$ cat config.mk
export PLATFORM = sky130hd
export DESIGN_NAME = oldest_slot_replacement_unit
export DESIGN_NICKNAME = d
export VERILOG_FILES = /design/src/hdl/osr_pkg.sv /design/src/hdl/oldest_slot_replacement_unit.sv /design/src/hdl/osr_ctrl.sv /design/src/hdl/osr_dpath.sv
export VERILOG_INCLUDE_DIRS = /design/src /design/src/hdl
export SDC_FILE = /design/constraint.sdc
export NUM_CORES = 1
export LEC_CHECK = 0
export ABC_CLOCK_PERIOD_IN_PS = 6600
export BUFFER_PORTS_ARGS = -buffer_cell sky130_fd_sc_hd__buf_4
export CELL_PAD_IN_SITES_DETAIL_PLACEMENT = 0
export CELL_PAD_IN_SITES_GLOBAL_PLACEMENT = 1
export CORE_ASPECT_RATIO = 1.1
export CORE_MARGIN = 2
export CORE_UTILIZATION = 58
export CTS_BUF_LIST = sky130_fd_sc_hd__clkbuf_8
export DETAILED_ROUTE_END_ITERATION = 7
export GPL_TIMING_DRIVEN = 0
export HOLD_SLACK_MARGIN = 0.05
export PLACE_DENSITY_LB_ADDON = 0.08
export SLEW_MARGIN = 40
export SYNTH_ARGS = -nofsm -noshare
export SYNTH_HDL_FRONTEND = slang
export SYNTH_SLANG_ARGS = --single-unit
$ cat constraint.sdc
create_clock -name clock -period 6.6 [get_ports clock]
set_input_delay 0.66 -clock clock [delete_from_list [all_inputs] [get_ports clock]]
set_output_delay 0.66 -clock clock [all_outputs]
set_load 0.02 [all_outputs]
$ cat src/hdl/oldest_slot_replacement_unit_defines.svh
// Assertion macros shared by the slot replacement unit modules.
// No dependencies. Every macro samples on clock and is disabled in reset.
`ifndef OLDEST_SLOT_REPLACEMENT_UNIT_DEFINES_SVH
`define OLDEST_SLOT_REPLACEMENT_UNIT_DEFINES_SVH

// ante true at an edge -> cons true at the same edge
`define OSR_ASSERT_SAME(lbl, ante, cons, msg) \
   lbl: assert property (@(posedge clock) disable iff (reset) (ante) |-> (cons)) \
      else $error(msg);

// ante true at an edge -> cons true at the following edge
`define OSR_ASSERT_NEXT(lbl, ante, cons, msg) \
   lbl: assert property (@(posedge clock) disable iff (reset) (ante) |=> (cons)) \
      else $error(msg);

`endif

$ cat src/hdl/osr_pkg.sv
// Shared types and constants for the oldest slot replacement unit.
// No dependencies.
package osr_pkg;

   localparam int NUM_SLOTS  = 16;
   localparam int SLOT_W     = (NUM_SLOTS > 1) ? $clog2(NUM_SLOTS) : 1;
   localparam int CNT_W      = $clog2(NUM_SLOTS + 1);
   localparam int STAMP_W    = 32;
   localparam int CFG_W      = 5;
   localparam int RSP_IDX_W  = 4;
   localparam logic [CFG_W-1:0] CFG_RESET = CFG_W'(16);

   typedef enum logic [1:0] {
      ST_IDLE,
      ST_SCAN,
      ST_COMMIT
   } osr_state_type;

   typedef struct packed {
      logic init;    // load timestamp, clear scan accumulators
      logic scan;    // examine one slot
      logic commit;  // write chosen slot, issue result
   } osr_cmd_type;

   typedef struct packed {
      logic scan_last;  // slot under scan is the last active one
   } osr_status_type;

endpackage

$ cat src/hdl/oldest_slot_replacement_unit.sv
// Top level of the oldest slot replacement unit: controller plus datapath.
// Depends on osr_pkg, osr_ctrl and osr_dpath.
//
//   channel   ports                                  transfer when
//   -------   ------------------------------------   ------------------------
//   request   start, busy, req_msg_time              start && !busy
//   result    rsp_valid, rsp_slot_index, rsp_evicted rsp_valid (one cycle)
//   csr       csr_valid, csr_ready, csr_data         csr_valid && csr_ready
//
// A request scans the active slots one per cycle, up to the saturated slot
// limit (1 .. 16): busy is high from the accepting edge through the scan and commit
// states, so a new request is taken only once the unit is idle again.
// rsp_valid is high for a single cycle, registered from the commit state.
// Synchronous active-high reset clears all valid marks and sets the limit to 16.
// The receiver cannot stall; csr_ready is high whenever the unit is idle.

module oldest_slot_replacement_unit (
   input  logic                          clock,
   input  logic                          reset,
   // request
   input  logic                          start,
   output logic                          busy,
   input  logic [osr_pkg::STAMP_W-1:0]   req_msg_time,
   // result
   output logic                          rsp_valid,
   output logic [osr_pkg::RSP_IDX_W-1:0] rsp_slot_index,
   output logic                          rsp_evicted,
   // configuration
   input  logic                          csr_valid,
   output logic                          csr_ready,
   input  logic [osr_pkg::CFG_W-1:0]     csr_data
);
   import osr_pkg::*;

   osr_cmd_type    cmd;
   osr_status_type status;

   // limit only changes between requests
   assign csr_ready = !busy;

   osr_ctrl u_ctrl (
      .clock  (clock),
      .reset  (reset),
      .start  (start),
      .busy   (busy),
      .status (status),
      .cmd    (cmd)
   );

   osr_dpath u_dpath (
      .clock          (clock),
      .reset          (reset),
      .csr_write      (csr_valid && csr_ready),
      .csr_data       (csr_data),
      .msg_time       (req_msg_time),
      .cmd            (cmd),
      .status         (status),
      .rsp_valid      (rsp_valid),
      .rsp_slot_index (rsp_slot_index),
      .rsp_evicted    (rsp_evicted)
   );

endmodule

$ cat src/hdl/osr_ctrl.sv
// Sequencer for the slot replacement unit: idle, scan, commit.
// Depends on osr_pkg and oldest_slot_replacement_unit_defines.svh.
`include "oldest_slot_replacement_unit_defines.svh"

module osr_ctrl (
   input  logic                    clock,
   input  logic                    reset,
   input  logic                    start,
   output logic                    busy,
   input  osr_pkg::osr_status_type status,
   output osr_pkg::osr_cmd_type    cmd
);
   import osr_pkg::*;

   osr_state_type state_ff, state_in;

   always_ff @(posedge clock) begin
      if (reset) begin
         state_ff <= ST_IDLE;
      end else begin
         state_ff <= state_in;
      end
   end

   always_comb begin
      state_in = state_ff;
      cmd      = '0;
      busy     = 1'b1;
      unique case (state_ff)
         ST_IDLE: begin
            busy = 1'b0;
            if (start) begin
               cmd.init = 1'b1;
               state_in = ST_SCAN;
            end
         end
         ST_SCAN: begin
            cmd.scan = 1'b1;
            if (status.scan_last) begin
               state_in = ST_COMMIT;
            end
         end
         ST_COMMIT: begin
            cmd.commit = 1'b1;
            state_in   = ST_IDLE;
         end
         default: begin
            state_in = ST_IDLE;
         end
      endcase
   end

   `OSR_ASSERT_NEXT(a_start_to_scan, start && !busy, state_ff == ST_SCAN, "start not taken")
   `OSR_ASSERT_NEXT(a_commit_once, state_ff == ST_COMMIT, state_ff == ST_IDLE, "commit repeated")

endmodule

$ cat src/hdl/osr_dpath.sv
// Datapath: slot table, limit register, one-slot-per-cycle scan, result register.
// Depends on osr_pkg and oldest_slot_replacement_unit_defines.svh.
`include "oldest_slot_replacement_unit_defines.svh"

module osr_dpath (
   input  logic                          clock,
   input  logic                          reset,
   input  logic                          csr_write,
   input  logic [osr_pkg::CFG_W-1:0]     csr_data,
   input  logic [osr_pkg::STAMP_W-1:0]   msg_time,
   input  osr_pkg::osr_cmd_type          cmd,
   output osr_pkg::osr_status_type       status,
   output logic                          rsp_valid,
   output logic [osr_pkg::RSP_IDX_W-1:0] rsp_slot_index,
   output logic                          rsp_evicted
);
   import osr_pkg::*;

   logic [CFG_W-1:0]   limit_ff;
   logic [NUM_SLOTS-1:0] slot_valid_ff;
   logic [STAMP_W-1:0] slot_stamp_ff [NUM_SLOTS];

   logic [STAMP_W-1:0] time_ff;
   logic [SLOT_W-1:0]  idx_ff;
   logic               free_found_ff;
   logic [SLOT_W-1:0]  free_idx_ff;
   logic [STAMP_W-1:0] best_ff;
   logic [SLOT_W-1:0]  best_idx_ff;

   logic               rsp_valid_ff;
   logic [RSP_IDX_W-1:0] rsp_slot_index_ff;
   logic               rsp_evicted_ff;

   logic [CNT_W-1:0]   eff_limit;
   logic [SLOT_W-1:0]  last_idx;
   logic [SLOT_W-1:0]  pick;
   logic [STAMP_W-1:0] cur_stamp;
   logic               take_best;

   // limit saturated to 1 .. NUM_SLOTS
   always_comb begin
      if (limit_ff == '0) begin
         eff_limit = CNT_W'(1);
      end else if (int'(limit_ff) > NUM_SLOTS) begin
         eff_limit = CNT_W'(NUM_SLOTS);
      end else begin
         eff_limit = CNT_W'(limit_ff);
      end
   end

   assign last_idx         = SLOT_W'(eff_limit - CNT_W'(1));
   assign status.scan_last = (idx_ff == last_idx);
   assign cur_stamp        = slot_stamp_ff[idx_ff];
   assign take_best        = (idx_ff == '0) || (cur_stamp < best_ff);
   assign pick             = free_found_ff ? free_idx_ff : best_idx_ff;

   always_ff @(posedge clock) begin
      if (reset) begin
         limit_ff <= CFG_RESET;
      end else if (csr_write) begin
         limit_ff <= csr_data;
      end
   end

   // scan accumulators
   always_ff @(posedge clock) begin
      if (cmd.init) begin
         time_ff       <= msg_time;
         idx_ff        <= '0;
         free_found_ff <= 1'b0;
      end else if (cmd.scan) begin
         idx_ff <= idx_ff + SLOT_W'(1);
         if (!slot_valid_ff[idx_ff] && !free_found_ff) begin
            free_found_ff <= 1'b1;
            free_idx_ff   <= idx_ff;
         end
         if (take_best) begin
            best_ff     <= cur_stamp;
            best_idx_ff <= idx_ff;
         end
      end
   end

   // slot table; stamps reach the result only when every scanned slot is valid, so they need no reset
   always_ff @(posedge clock) begin
      if (reset) begin
         slot_valid_ff <= '0;
      end else if (cmd.commit) begin
         slot_valid_ff[pick] <= 1'b1;
      end
   end

   always_ff @(posedge clock) begin
      if (cmd.commit) begin
         slot_stamp_ff[pick] <= time_ff;
      end
   end

   always_ff @(posedge clock) begin
      if (reset) begin
         rsp_valid_ff <= 1'b0;
      end else begin
         rsp_valid_ff <= cmd.commit;
      end
   end

   always_ff @(posedge clock) begin
      if (cmd.commit) begin
         rsp_slot_index_ff <= RSP_IDX_W'(pick);
         rsp_evicted_ff    <= !free_found_ff;
      end
   end

   assign rsp_valid      = rsp_valid_ff;
   assign rsp_slot_index = rsp_slot_index_ff;
   assign rsp_evicted    = rsp_evicted_ff;

   `OSR_ASSERT_SAME(a_scan_in_range, cmd.scan, idx_ff <= last_idx, "scan past limit")
   `OSR_ASSERT_NEXT(a_rsp_single, rsp_valid_ff, !rsp_valid_ff, "result strobe too long")
   `OSR_ASSERT_SAME(a_evict_only_full, cmd.commit && !free_found_ff, slot_valid_ff[best_idx_ff], "evicting a free slot")

endmodule
# Yosys cells after proc, flatten, opt, wreduce, memory -nomap -nowiden

Memory sizes are Yosys's and may differ from the RTL's. A register that Yosys moved wholly into a read port is not among the register bits.
Cells that the tools add are included.

Add/subtract/negate cells: 2
$mul: 0
Div/mod/pow operators: 0
$lt $le $gt $ge: 5
Equal/unequal tests: 5
Shift operators: 0
Multiplexer cells: 19
Bitwise gates (word level): 2
Reduce and logical (&&, ||, !) cells: 13

Operator list:

| operator                                                                      | number |
|---|---|
| 32-bit less-than comparator                                                   | 1 |
| 4-bit 2-to-1 mux                                                              | 5 |
| 16-bit bitwise OR                                                             | 1 |
| 4-bit by 5-bit less-than comparator with 1-bit output (second input constant) | 2 |
| 1-bit 2-to-1 mux                                                              | 9 |
| 3-bit AND reduction                                                           | 2 |
| 5-bit > comparator (second input constant)                                    | 1 |
| 5-bit zero test                                                               | 1 |
| 4-bit by 1-bit adder with 4-bit output (second input constant)                | 1 |
| 1-bit binary-select mux with 4-bit select                                     | 1 |
| 1-bit demux with 4-bit select                                                 | 1 |
| 4-bit == test                                                                 | 1 |
| 4-bit by 1-bit >= comparator with 1-bit output (second input constant)        | 1 |
| 4-bit zero test                                                               | 1 |
| 2-bit 2-to-1 mux                                                              | 2 |
| 2-bit inequality test (second input constant)                                 | 2 |
| 2-bit case mux with 2 select lines                                            | 1 |
| 2-bit AND reduction                                                           | 2 |
| 4-bit by 1-bit subtractor with 4-bit output (second input constant)           | 1 |
| 1-bit logical AND                                                             | 3 |
| 2-bit by 1-bit == test with 1-bit output (second input constant)              | 1 |
| 2-bit == test (second input constant)                                         | 1 |
| 1-bit zero test                                                               | 2 |
| 2-bit zero test                                                               | 1 |
| 2 further kinds                                                               | 2 |

Register bits: 106
Bits in latches: 0
RAM bits: 512
Memory bits (read-only): 0
Input bits: 41
Output and inout bits: 8
Logic and storage cells: 59
Memories: 1

Memory list:

| name                  | depth | bits a word | read ports | clocked after memory_dff | write ports | line            | RTL |
|---|---|---|---|---|---|---|---|
| u_dpath.slot_stamp_ff | 16    | 32          | 1          | 1                        | 1           | osr_dpath.sv:21 | `logic [STAMP_W-1:0] slot_stamp_ff [NUM_SLOTS];` |

# Longest topological paths before layout

Word-level depth: 7
Gate-level depth with buffers: 11
Depth with buffers taken out: 8

# Hierarchy

A second synthesis with hierarchy kept.

Cells, all modules: 1075
Area, all modules: 23711.5 sq um

By module, submodules not included:

| module                       | times used | cells an instance | area each (sq um) | seq. area each (sq um) |
|---|---|---|---|---|
| osr_dpath                    | 1          | 1061              | 23603.9           | 18307.6 |
| osr_ctrl                     | 1          | 12                | 97.6              | 40.0 |
| oldest_slot_replacement_unit | 1          | 2                 | 10.0              | 0.0 |

# Worst setup path before layout

Ideal clock, no wire load.

Kind: register to register
Start: register with a tool-made name
End: register u_dpath.best_ff[0], enable pin
Setup time: 0.406 ns
Arrival time: 4.161 ns
Required time: 6.194 ns
Slack: 2.033 ns
Stages on the path, launching flop included: 12
Buffers on the path: 3
Cells stage by stage: dfxtp_1 clkbuf_1 buf_2 buf_2 mux4_2 mux4_2 ha_1 a21oi_1 o21ai_0 a2111oi_0 o211ai_1 a21oi_2

RTL lines:

| what                 | line            | RTL |
|---|---|---|
| to (signal assigned) | osr_dpath.sv:78 | `best_ff <= cur_stamp;` |
| to (decl)            | osr_dpath.sv:27 | `logic [STAMP_W-1:0] best_ff;` |

==> metrics.txt <==
Max-cap violations 0; critical-path cell list clkbuf_1 -> buf_2 -> buf_2 -> mux4_2 -> mux4_2 -> ha_1 -> a21oi_1 -> o21ai_0 -> a2111oi_0 -> o211ai_1 -> a21oi_4 -> buf_8; IO Pins 49; Die W 197 µm; worst-path fanout max 18; Clk pwr share 34.2%; Syn-to-layout area delta 15.8%; synth unique cells 43; CTS Hold Buffers Added 0; Max VDD drop 0.000225 V; CTS clk-pin slew, worst paths 60 ps; Fin. Hold Viols 0; Rows between 70 and 80; area of the multi-input gates around 5200 µm²; Layout fillers between 2k and 3k; post-DR wirelength/cell 27.6 µm; total power draw between 8 and 9 mW; Sequential Power Share 54.4%; CTS Root Cell clkbuf_8; CTS Buf Count 95; Initial Util 59.0%; Post-Place Cell Area 25900 µm²; syn avg cell area 22.1 µm²; unrepaired setup endpoints after global routing false; Final setup viols 0; routed vias/inst approximately 6; final wirelength ~51000 µm; crit path capture type flip-flop; Post-CTS Setup Inserts 0; cell area after synthesis 23800 µm²; first-pass GRT wire length approximately 75000 µm; final-stage net count 1337; Final GP Congestion 0.785; antenna violations before repair 0; Hold WS 165 ps; CP max stage delay 560 ps; Cell Pwr Density 299 nW/µm²; clock buffer depth 3; fmax 202 MHz; CP arrival around 5300 ps; final instance area 27500 µm²; Post-DP HPWL 33200 µm; FF+latch area 18300 µm²; Slew @ Worst Pin 884 ps; post-CTS sizing 0; Pint 6.23 mW; share of cells above drive strength 1 31.8%; NetSw a little over 2 mW; Die ar. 42600 µm²; hold crit path type in -> reg; gr usage total 25.1%; Core ar. 40300 µm²; combinational power share 11.3%; Slew HR 41.1%; Antenna Nets Post-Route 0; Clock Latency Late Sink 670 ps; warnings from Yosys 0; initial DRC count between 1k and 1.5k; Pre-antenna DRT Iters 4; via count 11.3k; Leak 9.04 nW; post-synthesis register bit count 622; Tcrit/Tclk final 75.1%; slowest CP cell mux4_2; Post-Synthesis Cells 1074; Period minus WS final 4960 ps; die height 216 µm; Final Max Slew Viols 0; global route overflow 0; port bufs 48; Seq/Total Area, Yosys between 70 and 80%; CP Data Required Time 6970 ps; number of remaining DRC errors 0; Syn Nets 1149; Primary FF master, synth edfxtp_1; pin count of the biggest net entering global routing 19; count of flip-flops with a built-in enable after synthesis 589; antenna diode count 0; CTS sink count about 620; Startpoint Class flip-flop; vias in the first global route 11.8k; fraction of registers with async set/reset 0%; TritonCTS clock tree done; H-tree depth 3; status completed; CP Class reg -> reg; post-route setup TNS 0 ps; switching part of the total 24.4%; Setup Skew approximately 24 ps
-- metal layers --
layer	track usage [%]	vias up	share of wire (%)
met5	0	-	0
met4	7.97	0	2.2
met3	5.18	74	6.9
met2	40.8	435	50
met1	34.9	5934	41
li1	-	4857	-
-- logic make-up (layout without fill, tap and decap cells) --
| logic type | count (synthesis) | in the layout | share of synthesized area (%) |
|---|---|---|---|
| AOI/OAI and AO/OA | 55 | 55 | 1.42 |
| xor gates and xnor gates | 5 | 5 | 0.184 |
| adders and majority gates | 34 | 34 | 1.79 |
| buffers and inverters | 85 | 343 | 1.44 |
| DFF | 622 | 622 | 77.2 |
| muxes | 174 | 174 | 16.1 |
| and+or+nand+nor | 99 | 99 | 1.90 |
-- area by class of cell --
class,count,area share (%)
well taps,513,2.33
flip-flops and latches,622,66.7
plain buffers,42,0.714
clock buffers,98,4.90
inverters,43,0.586
repair buffers,91,4.78
multi-input cells,367,18.9
clock inverters,69,1.13
-- cell usage in the layout, fill, tap and decap left out, types with 5 or more instances in the layout --
| cell | count |
|---|---|
| ha_1 | 34 |
| inv_1 | 63 |
| a21oi_1 | 25 |
| buf_16 | 25 |
| clkinv_1 | 23 |
| nand4_1 | 9 |
| buf_4 | 48 |
| dfxtp_1 | 33 |
| buf_8 | 17 |
| nand2_1 | 15 |
| xnor2_1 | 5 |
| nor2_1 | 38 |
| clkbuf_1 | 14 |
| edfxtp_1 | 589 |
| buf_2 | 14 |
| clkbuf_8 | 98 |
| clkinv_2 | 16 |
| clkbuf_2 | 11 |
| mux2i_1 | 8 |
| nor2_4 | 16 |
| o21ai_0 | 7 |
| mux4_2 | 162 |
-- path summary, 6_finish.rpt --
kind | start | end | slack, ps | depth (start not counted)
setup / recovery | flip-flop | u_dpath.best_ff[21] | 1640 | 12
hold / removal | req_msg_time[20] | u_dpath.time_ff[20] | 170 | 1
setup reg to reg | flip-flop | u_dpath.best_ff[21] | 1640 | 12
hold reg to reg | u_dpath.slot_valid_ff[11] | u_dpath.slot_valid_ff[11] | 460 | 2
-- registers in the layout (all words and copies together), names as in the netlist, 2 cells and up, named ones only --
signal / count
u_ctrl.state_ff: 2
u_dpath.rsp_slot_index: 4
u_dpath.best_ff: 32
u_dpath.idx_ff: 4
u_dpath.best_idx_ff: 4
u_dpath.time_ff: 32
u_dpath.slot_stamp_ff: 512
u_dpath.slot_valid_ff: 16
u_dpath.limit_ff: 5
u_dpath.free_idx_ff: 4
-- critical path, delay by kind of cell, from the launching register on --
family	cells	cell delay, ps
AOI/OAI and AO/OA	5	1350
adders and majority gates	1	340
buffers and inverters	4	1580
DFF	1	310
muxes	2	1070
-- power groups by stage --
| stage | combinational (mW) | clock, mW | sequential (mW) |
|---|---|---|---|
| 2_1_floorplan | 0.638 | 0 | 4.55 |
| 3_3_place_gp | 0.905 | 0 | 4.57 |
| 3_5_place_dp | 0.945 | 0 | 4.57 |
| 4_1_cts | 0.949 | 2.89 | 4.49 |
| 5_1_grt | 1.02 | 3.06 | 4.50 |
| 6_report | 0.935 | 2.82 | 4.49 |
-- per-stage QoR --
stage / utilization [%] / std cells / setup slack [ps]
CTS: 68.3 / 1845 / 1550
finish: 68.4 / 1845 / 1640
detailed placement: 64.2 / 1678 / 1560
floorplan: - / 1074 / 2030
global placement: 61.5 / 1635 / 523
global route: 68.4 / 1845 / 1300
-- synth_stat cells (2+ instances only) --
| library cell | instances | share of area (%) |
|---|---|---|
| a21oi_1 | 25 | 0.53 |
| edfxtp_1 | 589 | 74 |
| buf_1 | 3 | 0.047 |
| nor2b_1 | 2 | 0.053 |
| clkbuf_1 | 25 | 0.39 |
| o21ai_0 | 7 | 0.15 |
| nor4_1 | 3 | 0.079 |
| mux2i_1 | 8 | 0.34 |
| mux4_2 | 162 | 15 |
| inv_1 | 39 | 0.62 |
| ha_1 | 34 | 1.8 |
| mux4_1 | 3 | 0.33 |
| o211ai_1 | 2 | 0.063 |
| nor2_1 | 54 | 0.85 |
| dfxtp_1 | 33 | 2.8 |
| nand3_1 | 3 | 0.063 |
| inv_2 | 4 | 0.063 |
| o21ai_1 | 2 | 0.042 |
| nand2b_1 | 4 | 0.11 |
| and2_1 | 2 | 0.053 |
| nand4_1 | 9 | 0.24 |
| a211oi_1 | 4 | 0.13 |
| a21o_1 | 2 | 0.063 |
| nor3_1 | 3 | 0.063 |
| xnor2_1 | 5 | 0.18 |
| a22o_1 | 2 | 0.074 |
| o21bai_1 | 3 | 0.095 |
| buf_2 | 13 | 0.27 |
| nand2_1 | 15 | 0.24 |
(Power assumes the default switching activity.)
